==> src/hw/rtl/jbee_pkg.sv <==
`timescale 1ns / 1ps
`default_nettype none

package jbee_pkg;

    // Command bytes of the frame.
    localparam logic [7:0] CMD_STATUS = 8'h00;
    localparam logic [7:0] CMD_RESET  = 8'hFF;
    localparam logic [7:0] CMD_READ   = 8'h04;
    localparam logic [7:0] CMD_WRITE  = 8'h05;

    // Middle byte of the status answer.
    localparam logic [7:0] STATUS_4K  = 8'h80;
    localparam logic [7:0] STATUS_16K = 8'hC0;

    // Sizes of the two EEPROM variants.
    localparam int unsigned BYTES_4K   = 512;
    localparam int unsigned BYTES_16K  = 2048;
    localparam int unsigned BLOCKS_4K  = BYTES_4K / 8;
    localparam int unsigned BLOCKS_16K = BYTES_16K / 8;

    // Frame lengths that matter to the decode.
    localparam logic [3:0] HDR_BYTES  = 4'd2;
    localparam logic [3:0] STATUS_LEN = 4'd3;
    localparam logic [3:0] WRITE_ACK_LEN = 4'd1;

    // Configuration register map.
    localparam int unsigned    PADDR_W      = 1;
    localparam logic [PADDR_W-1:0] REG_SIZE_SEL = 1'b0;

    typedef struct packed {
        logic [7:0]  cmd;
        logic [7:0]  block_number;
        logic [3:0]  send_length;
        logic [3:0]  recv_length;
        logic [63:0] write_bytes;
    } t_in_item;

    typedef struct packed {
        logic        response_valid;
        logic [63:0] response_bytes;
        logic [3:0]  response_count;
    } t_out_item;

    // Write request from the frame evaluation to the block store.
    typedef struct packed {
        logic        en;
        logic [63:0] word;
    } t_wr_req;

    // Byte lane mask with the lowest n lanes set.
    function automatic logic [63:0] lane_mask(input logic [3:0] n);
        logic [63:0] m;
        m = '0;
        for (int i = 0; i < 8; i++) begin
            if (4'(i) < n) begin
                m[8*i +: 8] = 8'hFF;
            end
        end
        return m;
    endfunction

endpackage

`default_nettype wire

==> src/hw/rtl/jbee_frame_eval.sv <==
`timescale 1ns / 1ps
`default_nettype none

// Decodes one frame against the current contents of its block and forms
// the answer together with the merged block word for a write.
module jbee_frame_eval #(
    parameter int unsigned MAX_DATA_BYTES = 8
) (
    input  wire jbee_pkg::t_in_item  i_item,
    input  wire                      i_is_16k,
    input  wire logic [63:0]         i_word,
    output jbee_pkg::t_out_item      o_res,
    output jbee_pkg::t_wr_req        o_wr
);

    localparam logic [3:0] CAP = 4'(MAX_DATA_BYTES);

    logic        is_status;
    logic        is_read;
    logic        is_write;
    logic [3:0]  rd_n;
    logic [3:0]  wr_raw;
    logic [3:0]  wr_n;
    logic [63:0] rd_mask;
    logic [63:0] wr_mask;

    always_comb begin
        is_status = (i_item.cmd == jbee_pkg::CMD_STATUS) ||
                    (i_item.cmd == jbee_pkg::CMD_RESET);
        is_read   = (i_item.cmd == jbee_pkg::CMD_READ) &&
                    (i_item.send_length >= jbee_pkg::HDR_BYTES);
        is_write  = (i_item.cmd == jbee_pkg::CMD_WRITE) &&
                    (i_item.send_length >= jbee_pkg::HDR_BYTES) &&
                    (i_item.recv_length != 4'd0);

        rd_n    = (i_item.recv_length > CAP) ? CAP : i_item.recv_length;
        wr_raw  = i_item.send_length - jbee_pkg::HDR_BYTES;
        wr_n    = (wr_raw > CAP) ? CAP : wr_raw;
        rd_mask = jbee_pkg::lane_mask(rd_n);
        wr_mask = jbee_pkg::lane_mask(wr_n);

        o_res = '0;
        if (is_status) begin
            o_res.response_valid = 1'b1;
            o_res.response_bytes = {48'd0,
                (i_is_16k ? jbee_pkg::STATUS_16K : jbee_pkg::STATUS_4K), 8'd0};
            o_res.response_count = jbee_pkg::STATUS_LEN;
        end else if (is_read) begin
            o_res.response_valid = 1'b1;
            o_res.response_bytes = i_word & rd_mask;
            o_res.response_count = rd_n;
        end else if (is_write) begin
            o_res.response_valid = 1'b1;
            o_res.response_count = jbee_pkg::WRITE_ACK_LEN;
        end

        o_wr.en   = is_write;
        o_wr.word = (i_word & ~wr_mask) | (i_item.write_bytes & wr_mask);
    end

endmodule

`default_nettype wire

==> config.mk <==
export PLATFORM = sky130hd
export DESIGN_NAME = jbee_frame_eval
export DESIGN_NICKNAME = d
export VERILOG_FILES = /design/src/hw/rtl/jbee_pkg.sv /design/src/hw/rtl/jbee_frame_eval.sv
export SDC_FILE = /design/constraint.sdc
export NUM_CORES = 1
export LEC_CHECK = 0
export BUFFER_PORTS_ARGS = -buffer_cell sky130_fd_sc_hd__buf_2
export CAP_MARGIN = 15
export CORE_AREA = 10 10 102 104
export DETAILED_ROUTE_END_ITERATION = 7
export DIE_AREA = 0 0 112 114
export SETUP_SLACK_MARGIN = 0.5
export SYNTH_ARGS = -nofsm -noshare
export SYNTH_HDL_FRONTEND = slang
export SYNTH_SLANG_ARGS = --single-unit
==> constraint.sdc <==
create_clock -name vclk -period 3.6
set_clock_uncertainty 0.05 [all_clocks]
set_input_delay 0.18 -clock vclk [all_inputs]
set_output_delay 0.18 -clock vclk [all_outputs]
set_load 0.01 [all_outputs]
# After elaboration in Yosys (flattened, before gate mapping)
# Index checks and enable logic that the tools add are counted.
[word_totals]
reg_bits = 0
latchBits = 0
ramBits = 0
rom_bits = 0
input_bits = 153
out_inout_bits = 134
wordCells = 59
mem_count = 0
[op_classes]
add_sub_neg = 1
mul = 0
div = 0
magnitude_cmp = 19
n_eq_ne = 3
shift = 0
muxes = 25
n_bitwise = 5
n_reduce_logical = 6
[op_table]
columns = ["cell", "n"]
rows = [
  ["64-bit AND", 3],
  ["8-bit two-way mux", 16],
  ["69-bit two-way mux", 1],
  ["64-bit two-way mux", 1],
  ["64-bit inverter", 1],
  ["64-bit bitwise OR", 1],
  ["3-bit by 4-bit less-than comparator with 1-bit output, first input constant", 8],
  ["8-bit by 3-bit == test with 1-bit output, second input constant", 2],
  ["1-bit by 4-bit less-than comparator with 1-bit output, first input constant", 4],
  ["2-bit by 4-bit less-than comparator with 1-bit output, first input constant", 4],
  ["4-bit two-way mux", 3],
  ["8-bit == test, second input constant", 1],
  ["4-bit > comparator, second input constant", 2],
  ["8-bit logical NOT", 1],
  ["7-bit two-way mux", 1],
  ["4-bit by 2-bit >= comparator with 1-bit output, second input constant", 1],
  ["4-bit nonzero test", 1],
  ["4-bit by 2-bit subtractor with 4-bit output, second input constant", 1],
  ["1-bit logical AND", 3],
  ["1-bit two-way mux", 3],
  ["1-bit logical OR", 1],
]

# Logic depth before layout (Yosys ltp)
# Gate-level depths: netlist of the first run.
[logic_depth]
depth_word = 8
depth_mapped = 8
depth_no_buf = 6

# Worst setup path before layout of the first run
# OpenSTA, ideal clock, no wires.
[synth_path]
path_kind = "input port to output port"
startpoint = "input port i_item[69] (netlist name)"
endpoint = "output port o_wr[0] (netlist name)"
t_arrival_ps = 1962
required_time_ps = 3370
path_slack_ps = 1408
stages = 8
path_buffers = 2
cell_sequence = "clkbuf_1 -> inv_1 -> ha_1 -> xnor2_1 -> nand3_1 -> or2_1 -> buf_2 -> mux2_2"
[synth_rtl]
columns = ["element", "line_no", "text"]
rows = [
  ["from (decl)", "jbee_frame_eval.sv:9", "input wire jbee_pkg::t_in_item i_item,"],
  ["to (decl)", "jbee_frame_eval.sv:13", "output jbee_pkg::t_wr_req o_wr"],
]

==> insert_results.sql, run 1 <==
INSERT INTO impl_metrics (metric_group, metric, value, unit) VALUES
('run_status', 'run_status', 'finished, final reports clean', ''),
('pwr', 'combPwrFrac', '100.0', '%'),
('timing', 'setup_tns_after_final_layout', '0', 'ps'),
('global_route', 'antenna_found_initial', '0', ''),
('yosys', 'sequential_to_total_area_share_from_yosys_stat', '0', '%'),
('pwr', 'p_clk_share', '0', '%'),
('min_path', 'worst_hold_path.num_cells', '4', ''),
('placement', 'io_buffers', '279', ''),
('worst_setup_path', 'critical_path_buf_inv_count', '2', ''),
('yosys', 'synth_top_cells_by_count', 'sky130_fd_sc_hd__mux2_2 (56), sky130_fd_sc_hd__and2_1 (55), sky130_fd_sc_hd__nand2_1 (27)', ''),
('clock_tree', 'post_cts_resize_count', '0', ''),
('clock_tree', 'cts_post_setup_buffers_inserted', '0', ''),
('run', 'max_cap_violations', '0', ''),
('timing', 'max_slew_margin', '42.8', '%'),
('clock_tree', 'cts-hold-fix-buffers', '0', ''),
('yosys', 'synth_top_cell_by_area', 'sky130_fd_sc_hd__mux2_2', ''),
('global_route', 'grt_first_pass_wirelength', '15500', 'microns'),
('worst_setup_path', 'worst-setup-path-type', 'input port to primary output', ''),
('yosys', 'syn-instance-count', '205', ''),
('cells_and_area', 'regArea', '0', 'sq um'),
('timing', 'layout_min_cycle_time', '2640', 'ps'),
('detailed_routing', 'num_vias', '2582', ''),
('timing', 'rsz_0062_raised_after_global_routing', 'no', ''),
('yosys', 'post_synth_num_cell_types', '36', ''),
('yosys', 'mappedNetlistNets', '360', ''),
('cells_and_area', 'clock_buffer_count', '0', ''),
('detailed_routing', 'wl_per_cell', '17.6', 'microns'),
('detailed_routing', 'wirelength_met1', '3870', 'microns'),
('timing', 'period_share', '73.2', '%'),
('die', 'floorplan.die.height', '114', 'microns'),
('global_route', 'grtUsageTotal', '14.3', '%'),
('detailed_routing', 'drt_first_iter_violations', '111', ''),
('pwr', 'intPower', '0.184', 'mW'),
('placement', 'gpl.final_weighted_congestion', '0.799', ''),
('pwr', 'power_density_over_the_cells', '118', 'nW/um^2'),
('timing', 'worst_pin_slew', '854', 'ps'),
('yosys', 'synth.avg_cell_area', '7.52', 'sq um'),
('die', 'core_area', '8470', 'sq um'),
('worst_setup_path', 'critical_path.startpoint_type', 'input port', ''),
('detailed_routing', 'met3WireLength', '908', 'microns'),
('die', 'initial_core_util', '18.2', '%'),
('worst_setup_path', 'critical-path-top-cell-by-count', 'sky130_fd_sc_hd__buf_2', ''),
('timing', 'fmaxAchievable', '379', 'MHz'),
('yosys', 'synth_top_area_share', '40.9', '%'),
('global_route', 'gr-total-overflow', '0', ''),
('timing', 'whs', '590', 'ps'),
('placement', 'dp.final_hpwl', '9510', 'microns'),
('cells_and_area', 'p_r_area_growth_vs_syn', '97.7', '%'),
('detailed_routing', 'remaining_drc_errors', '0', ''),
('yosys', 'yosysMostFrequentCell', 'sky130_fd_sc_hd__mux2_2', ''),
('detailed_routing', 'highest_layer', 'met3', ''),
('cells_and_area', 'fraction_of_final_layout_cells_sized_beyond_drive_strength_1', '72.4', '%'),
('min_path', 'hold_end', 'o_wr[63]', ''),
('yosys', 'synth.cell_area', '1540', 'sq um'),
('die', 'fp.dieArea', '12800', 'sq um'),
('min_path', 'timing.hold.worst.start', 'i_item[63]', ''),
('worst_setup_path', 'worst_ep_arrival_time', '2410', 'ps'),
('pwr', 'netSwitchingFraction', '48.9', '%'),
('cells_and_area', 'seq_cells', '0', ''),
('pwr', 'peakVddDrop', '0.0000388', 'V'),
('worst_setup_path', 'critical_path_required', '3370', 'ps'),
('detailed_routing', 'met2WireLength', '5560', 'microns'),
('detailed_routing', 'final_ant_viol_nets', '0', ''),
('timing', 'timing.final.max_slew_violations', '0', ''),
('worst_setup_path', 'critical-path-top-delay-family', 'simple AND/OR/NAND/NOR gates', ''),
('yosys', 'top_area_cells_in_the_synthesized_netlist', 'sky130_fd_sc_hd__mux2_2 (41%), sky130_fd_sc_hd__and2_1 (22%), sky130_fd_sc_hd__nand2_1 (6.6%), sky130_fd_sc_hd__and3_1 (3.2%), sky130_fd_sc_hd__nor3_2 (3.2%)', ''),
('detailed_routing', 'detailedRoute.firstPassIterationCount', '4', ''),
('detailed_routing', 'drt_wl_total', '10300', 'microns'),
('worst_setup_path', 'crit_end_element', 'primary output', ''),
('timing', 'number_of_setup_violations_in_the_final_report', '0', ''),
('cells_and_area', 'fin_nets', '635', '');
## how the worst max path moves through the flow
stage                          start   endpoint  slack [ps]  depth (start not counted)
after floorplan           i_item[69]    o_wr[0]        1410                          8
after global placement    i_item[81]  o_res[25]         940                          6
after detailed placement  i_item[81]  o_res[25]         870                          6
after CTS                 i_item[81]  o_res[25]         870                          6
after global routing      i_item[81]  o_res[25]         740                          6
final                     i_item[81]  o_res[25]         960                          6
## logic make-up after synthesis
family	after synthesis	synth area share [%]
fa+ha+maj	2	1.62
simple gates	121	45.0
xor+xnor	2	1.14
buf+inv	10	2.84
compound gates	14	8.44
mux	56	40.9
## layout make-up
cell class	instances	share of cell area (%)
inverters	3	0.369
well taps	108	4.43
multi-input cells	195	49.1
repair buffers	280	46.1
## placed cells by master (no fill, tap or decap), types with 2 or more instances in the layout
cell type,netlist,routed
sky130_fd_sc_hd__buf_2,2,279
sky130_fd_sc_hd__mux2_2,56,56
sky130_fd_sc_hd__and2_1,55,55
sky130_fd_sc_hd__nand2_1,27,27
sky130_fd_sc_hd__and3_1,8,8
sky130_fd_sc_hd__nor2_1,6,6
sky130_fd_sc_hd__nor3_2,5,5
sky130_fd_sc_hd__inv_1,3,3
sky130_fd_sc_hd__nand3_1,3,3
sky130_fd_sc_hd__nor2b_1,3,3
sky130_fd_sc_hd__nand2b_1,2,2
sky130_fd_sc_hd__or2_1,2,2
sky130_fd_sc_hd__or4_1,2,2
sky130_fd_sc_hd__a21oi_1,2,2
sky130_fd_sc_hd__nor3_1,2,2
sky130_fd_sc_hd__nand4_1,2,2
sky130_fd_sc_hd__a31oi_1,2,2
sky130_fd_sc_hd__ha_1,2,2
## through the flow
step                area [sq um]  power, mW  cells
floorplan                   1540      0.175    205
global placement            3050      0.357    586
detailed placement          3050      0.364    586
CTS                         3050      0.365    586
global route                3050      0.392    586
finish                      3050      0.359    586
## per-layer routing
layer | up-vias | global-route usage (%)
met2 | 133 | 28.1
met1 | 1176 | 15.6
met3 | 0 | 4.15
li1 | 1273 | -
met5 | - | 0
met4 | 0 | 0
## power by group through the flow
stage | combinational (mW) | clock [mW] | sequential, mW
6_report | 0.359 | 0 | 0
3_5_place_dp | 0.364 | 0 | 0
5_1_grt | 0.392 | 0 | 0
4_1_cts | 0.365 | 0 | 0
3_3_place_gp | 0.357 | 0 | 0
2_1_floorplan | 0.175 | 0 | 0
(Power assumes the default switching activity.)
==> inputs of run 2 (changes only) <==
Settings changed: CORE_AREA 10 10 102 104 to 10 10 103 105, DIE_AREA 0 0 112 114 to 0 0 113 115.
Clock period 3.6 ns to 2.3 ns, I/O delays scaled along.
==> run 2 against run 1 <==
Worst setup slack worse by 640 ps. Count of clock-buffer cells in the layout stayed put. Routed wire length is 1.7% higher. Critical path depth stayed put. First-iteration DRC count is 30% lower. Cell area is 22% higher. Non-clock buffer count is 21 higher. Via count is 2.2% higher. Cell count is 3.6% higher. Core utilization is 7.5 points higher. Die area is 1.8% higher. Critical endpoint is now o_res[0]. Largest cell class is now non-clock buffers. Largest power group unchanged.
==> insert_results.sql, run 2 (same netlist as run 1, synthesis figures left out) <==
INSERT INTO impl_metrics (metric_group, metric, value, unit) VALUES
('pwr', 'peakVddDrop', '0.0000860', 'V'),
('placement', 'gpl.final_weighted_congestion', '0.762', ''),
('timing', 'number_of_setup_violations_in_the_final_report', '0', ''),
('min_path', 'timing.hold.worst.start', 'i_item[58]', ''),
('cells_and_area', 'fin_nets', '656', ''),
('worst_setup_path', 'worst-path-max-fanout', '3', ''),
('placement', 'dp.final_hpwl', '9320', 'microns'),
('detailed_routing', 'remaining_drc_errors', '0', ''),
('timing', 'period_share', '85.8', '%'),
('detailed_routing', 'drt_wl_total', '10500', 'microns'),
('timing', 'whs', '456', 'ps'),
('global_route', 'grt_use_met2', '27.0', '%'),
('global_route', 'globalRouteMet1Util', '14.4', '%'),
('timing', 'fmaxAchievable', '506', 'MHz'),
('die', 'fp.dieArea', '13000', 'sq um'),
('cells_and_area', 'p_r_area_growth_vs_syn', '141', '%'),
('cells_and_area', 'regArea', '0', 'sq um'),
('global_route', 'grt_first_pass_wirelength', '15200', 'microns'),
('cells_and_area', 'fraction_of_final_layout_cells_sized_beyond_drive_strength_1', '81.8', '%'),
('global_route', 'via_count_of_the_first_global_routing_pass', '2915', ''),
('timing', 'setup_tns_after_final_layout', '0', 'ps'),
('worst_setup_path', 'cpMaxStageDelayCell', 'sky130_fd_sc_hd__or4_4', ''),
('timing', 'fin_ws', '326', 'ps'),
('timing', 'worst_pin_slew', '676', 'ps'),
('run_status', 'run_status', 'finished, final reports clean', ''),
('cells_and_area', 'mostFrequentLayoutCells', 'sky130_fd_sc_hd__buf_2 (250), sky130_fd_sc_hd__mux2_2 (56), sky130_fd_sc_hd__and2_1 (41)', ''),
('placement', 'dpl-instance-area', '3150', 'sq um'),
('pwr', 'leakagePower', '2.09', 'nW'),
('timing', 'layout_min_cycle_time', '1970', 'ps'),
('global_route', 'antenna_found_initial', '0', ''),
('die', 'std_cell_rows', '34', ''),
('die', 'initial_core_util', '18.0', '%'),
('die', 'core_area', '8550', 'sq um'),
('detailed_routing', 'detailedRoute.firstPassIterationCount', '5', ''),
('clock_tree', 'cts-hold-fix-buffers', '0', ''),
('detailed_routing', 'num_vias', '2640', ''),
('cells_and_area', 'finish.instance_area', '3720', 'sq um'),
('worst_setup_path', 'endpoint', 'o_res[0]', ''),
('timing', 'max_slew_margin', '54.6', '%'),
('global_route', 'gr-total-overflow', '0', ''),
('worst_setup_path', 'worst_ep_arrival_time', '1810', 'ps'),
('worst_setup_path', 'largest_stage_delay_worst_path', '570', 'ps'),
('timing', 'rsz_0062_raised_after_global_routing', 'yes', ''),
('detailed_routing', 'wl_per_cell', '17.3', 'microns'),
('cells_and_area', 'clock_buffer_count', '0', ''),
('worst_setup_path', 'crit_end_element', 'primary output', ''),
('global_route', 'grt_max_degree', '17', ''),
('global_route', 'grtUsageTotal', '13.9', '%'),
('run', 'max_cap_violations', '0', ''),
('worst_setup_path', 'critical-path-top-cell-by-count', 'sky130_fd_sc_hd__or4_4', ''),
('placement', 'io_buffers', '279', ''),
('worst_setup_path', 'critical_path_required', '2130', 'ps'),
('worst_setup_path', 'worst_setup_startpoint', 'i_item[81]', ''),
('worst_setup_path', 'worst-setup-path-type', 'input port to primary output', ''),
('cells_and_area', 'seq_cells', '0', ''),
('timing', 'timing.final.max_slew_violations', '0', ''),
('die', 'floorplan.die.height', '115', 'microns'),
('detailed_routing', 'number_of_vias_per_cell', '4.35', ''),
('die', 'design.portCount', '287', ''),
('global_route', 'grt-busiest-layer', 'met2', ''),
('cells_and_area', 'layout_commonest_cell', 'sky130_fd_sc_hd__buf_2', ''),
('die', 'die_width', '113', 'microns'),
('placement', 'pre_cts_slack', '172', 'ps'),
('global_route', 'grt.met3_usage', '5.89', '%'),
('worst_setup_path', 'critical_path.startpoint_type', 'input port', ''),
('pwr', 'power_density_over_the_cells', '170', 'nW/um^2'),
('timing', 'finalHoldViolations', '0', ''),
('worst_setup_path', 'path_cells', 'buf_6 -> or4_4 -> nand2b_4 -> or4_4 -> a31oi_4 -> buf_4', ''),
('detailed_routing', 'drt_first_iter_violations', '78', ''),
('min_path', 'hp-class', 'input port to primary output', ''),
('cells_and_area', 'num_antenna_cells', '0', ''),
('detailed_routing', 'final_ant_viol_nets', '0', '');
-- run 2: worst max-delay path, delay by kind of cell --
family | cells | cell delay (ps)
and+or+nand+nor | 3 | 1270
AOI/OAI and AO/OA | 1 | 180
buffers and inverters | 2 | 240
-- run 2: timing repair --
| action | in CTS | in global routing |
|---|---|---|
| setup buffers | 9 | 2 |
| pin swaps | 31 | 21 |
| endpoints found under the setup margin | 126 | 86 |
| gates cloned | 2 | 0 |
| resized for setup | 53 | 36 |
-- run 2: cell type report --
class	instances	area (sq um)
Fill cell	890	4830
Inverter	3	11.3
Multi-Input combinational cell	195	1770
Tap cell	108	135
Timing Repair Buffer	301	1800
-- run 2: power by group --
part           internal (mW)  switching, mW
clock                      0              0
sequential                 0              0
combinational          0.335          0.298
total                  0.335          0.298
-- run 2: metrics by stage --
stage | cells | util (%) | total power [mW]
global placement | 594 | 36.9 | 0.575
CTS | 605 | 41.2 | 0.633
detailed placement | 594 | 36.9 | 0.582
finish | 607 | 43.5 | 0.633
global route | 607 | 43.5 | 0.686
floorplan | 205 | - | 0.286
-- run 2: worst min-delay path by stage --
stage,endpoint,slack (ps),depth (start not counted)
floorplan,o_wr[56],290,2
global placement,o_wr[58],460,4
detailed placement,o_wr[60],460,4
CTS,o_wr[60],460,4
global route,o_wr[58],470,4
finish,o_wr[58],460,4
-- run 2: routing by layer --
layer / routed length (microns) / up-vias
met4: 19 / 0
met2: 5520 / 160
met1: 3700 / 1159
met3: 1270 / 2
li1: - / 1319
met5: 0 / -
==> inputs of run 3 (changes only) <==
Settings changed: CORE_AREA 10 10 103 105 to 10 10 102 104, DIE_AREA 0 0 113 115 to 0 0 112 114.
Clock period 2.3 ns to 2.5 ns, I/O delays scaled along.
==> run 3 against run 2 <==
Core utilization fell by 4.0 points. Sequential share of layout area stayed put. Routed wire length shrank 3.0%. Largest cell class is now multi-input combinational cells. Via count fell by 0.95%.
==> insert_results.sql, run 3 (same netlist as run 1, synthesis figures left out) <==
INSERT INTO impl_metrics (metric_group, metric, value, unit) VALUES
('pwr', 'post-layout-total-power', '0.555', 'mW'),
('die', 'core_area', '8470', 'sq um'),
('cells_and_area', 'mostFrequentLayoutCells', 'sky130_fd_sc_hd__buf_2 (276), sky130_fd_sc_hd__mux2_2 (56), sky130_fd_sc_hd__and2_1 (53)', ''),
('cells_and_area', 'fraction_of_final_layout_cells_sized_beyond_drive_strength_1', '75.5', '%'),
('timing', 'worst_pin_slew', '521', 'ps'),
('die', 'initial_core_util', '18.2', '%'),
('worst_setup_path', 'worst_ep_arrival_time', '1780', 'ps'),
('worst_setup_path', 'worst-path-stages', '6', ''),
('detailed_routing', 'detailedRoute.firstPassIterationCount', '4', ''),
('worst_setup_path', 'critical-path-top-cell-by-count', 'sky130_fd_sc_hd__buf_2', ''),
('worst_setup_path', 'critical_path_required', '2330', 'ps'),
('die', 'floorplan.die.height', '114', 'microns'),
('placement', 'io_buffers', '279', ''),
('worst_setup_path', 'cpMaxStageDelayCell', 'sky130_fd_sc_hd__or4_1', ''),
('worst_setup_path', 'critical_path.startpoint_type', 'input port', ''),
('cells_and_area', 'layout_commonest_cell', 'sky130_fd_sc_hd__buf_2', ''),
('pwr', 'power_density_over_the_cells', '166', 'nW/um^2'),
('cells_and_area', 'p_r_area_growth_vs_syn', '117', '%'),
('clock_tree', 'cts-hold-fix-buffers', '0', ''),
('global_route', 'grt_first_pass_wirelength', '15000', 'microns'),
('global_route', 'antenna_found_initial', '0', ''),
('timing', 'number_of_setup_violations_in_the_final_report', '0', ''),
('placement', 'dp.final_hpwl', '9240', 'microns'),
('die', 'fp.dieArea', '12800', 'sq um'),
('detailed_routing', 'drt_first_iter_violations', '100', ''),
('detailed_routing', 'final_ant_viol_nets', '0', ''),
('pwr', 'peakVddDrop', '0.0000649', 'V'),
('timing', 'finalHoldViolations', '0', ''),
('min_path', 'worst_hold_path.num_cells', '4', ''),
('timing', 'rsz_0062_raised_after_global_routing', 'yes', ''),
('cells_and_area', 'fin_nets', '647', ''),
('pwr', 'netSwitchingFraction', '48.2', '%'),
('global_route', 'gr-total-overflow', '0', ''),
('worst_setup_path', 'largest_stage_delay_worst_path', '540', 'ps'),
('min_path', 'hp-class', 'input port to primary output', ''),
('timing', 'period_share', '78.4', '%'),
('worst_setup_path', 'critical-path-top-delay-family', 'simple AND/OR/NAND/NOR gates', ''),
('run_status', 'run_status', 'finished, final reports clean', ''),
('cells_and_area', 'final_util', '39.4', '%'),
('timing', 'fmaxAchievable', '510', 'MHz'),
('pwr', 'p_clk_share', '0', '%'),
('detailed_routing', 'number_of_vias_per_cell', '4.37', ''),
('detailed_routing', 'wl_per_cell', '17.0', 'microns'),
('placement', 'gpl.final_weighted_congestion', '0.846', ''),
('global_route', 'via_count_of_the_first_global_routing_pass', '2891', ''),
('pwr', 'intPower', '0.287', 'mW'),
('pwr', 'power.sequential.fraction', '0', '%'),
('worst_setup_path', 'worst-setup-path-type', 'input port to primary output', ''),
('global_route', 'grtUsageTotal', '13.7', '%'),
('die', 'std_cell_rows', '34', ''),
('pwr', 'leakagePower', '2.00', 'nW'),
('die', 'die_width', '112', 'microns'),
('detailed_routing', 'num_vias', '2615', ''),
('timing', 'setup_tns_after_final_layout', '0', 'ps'),
('pwr', 'combPwrFrac', '100.0', '%'),
('pwr', 'net-switching-power', '0.268', 'mW'),
('detailed_routing', 'drt_wl_total', '10200', 'microns'),
('cells_and_area', 'clock_buffer_count', '0', ''),
('cells_and_area', 'seq_cells', '0', ''),
('timing', 'timing.final.max_slew_violations', '0', ''),
('run', 'max_cap_violations', '0', ''),
('die', 'design.portCount', '287', ''),
('detailed_routing', 'remaining_drc_errors', '0', ''),
('cells_and_area', 'regArea', '0', 'sq um'),
('global_route', 'grt_max_degree', '18', ''),
('cells_and_area', 'num_antenna_cells', '0', ''),
('timing', 'layout_min_cycle_time', '1960', 'ps'),
('worst_setup_path', 'path_cells', 'buf_2 -> or4_4 -> nand2b_4 -> or4_1 -> a31oi_1 -> buf_2', ''),
('worst_setup_path', 'critical_path_buf_inv_count', '2', ''),
('worst_setup_path', 'crit_end_element', 'primary output', ''),
('worst_setup_path', 'worst-path-max-fanout', '4', ''),
('timing', 'max_slew_margin', '65.0', '%');
[run 3: changes by cell type in the layout (fill, tap and decap cells not counted), moves of 2 or more]
| cell | before | now |
|---|---|---|
| sky130_fd_sc_hd__and2_1 | 41 | 53 |
| sky130_fd_sc_hd__buf_2 | 250 | 276 |
| sky130_fd_sc_hd__and3_4 | 4 | 0 |
| sky130_fd_sc_hd__inv_1 | 1 | 3 |
| sky130_fd_sc_hd__buf_6 | 31 | 3 |
| sky130_fd_sc_hd__buf_12 | 1 | 4 |
| sky130_fd_sc_hd__inv_2 | 2 | 0 |
| sky130_fd_sc_hd__buf_8 | 2 | 0 |
| sky130_fd_sc_hd__buf_4 | 16 | 8 |
| sky130_fd_sc_hd__and2_4 | 14 | 2 |
| sky130_fd_sc_hd__and3_1 | 4 | 8 |
[run 3: worst min-delay path, stage by stage]
cell and delay [ps]:
sky130_fd_sc_hd__buf_2 80, sky130_fd_sc_hd__nand2_1 40, sky130_fd_sc_hd__nand2_1 40, sky130_fd_sc_hd__buf_2 120
[run 3: timing repair]
action,4_1_cts,5_1_grt
setup endpoints to repair,107,69
endpoints found under the hold margin,0,0
pin swaps,5,6
gates resized for setup,16,12
buffers inserted,2,3
gates cloned,0,1
[run 3: per-layer routing]
metal / wire (microns) / GRT usage [%] / share of wire (%)
met1: 3700 / 14.6 / 36
met2: 5580 / 27.4 / 55
met3: 915 / 4.15 / 9.0
met4: 0 / 0.0846 / 0
met5: 0 / 0 / 0
[run 3: area by class of cell]
| cell class | count | area [sq um] |
|---|---|---|
| fill | 904 | 5130 |
| timing repair buffer | 292 | 1580 |
| multi-input combinational | 195 | 1610 |
| inverter | 3 | 11.3 |
| tap | 108 | 135 |
[run 3: path summary, 6_finish.rpt]
| check | start | end | slack [ps] |
|---|---|---|---|
| max | i_item[81] | o_res[0] | 540 |
| min | i_word[58] | o_wr[58] | 490 |
[run 3: power groups by stage]
stage / logic, mW / registers [mW] / clock network [mW]
floorplan: 0.254 / 0 / 0
global placement: 0.520 / 0 / 0
detailed placement: 0.530 / 0 / 0
CTS: 0.559 / 0 / 0
global route: 0.604 / 0 / 0
finish: 0.555 / 0 / 0
[run 3: metrics by stage]
stage | cells | area [sq um] | hold WS [ps] | worst slack [ps]
CTS | 594 | 3220 | 489 | 514
floorplan | 205 | 1550 | 311 | 557
global route | 598 | 3340 | 511 | 485
detailed placement | 592 | 3100 | 489 | 268
global placement | 592 | 3100 | 489 | 302
finish | 598 | 3340 | 489 | 540
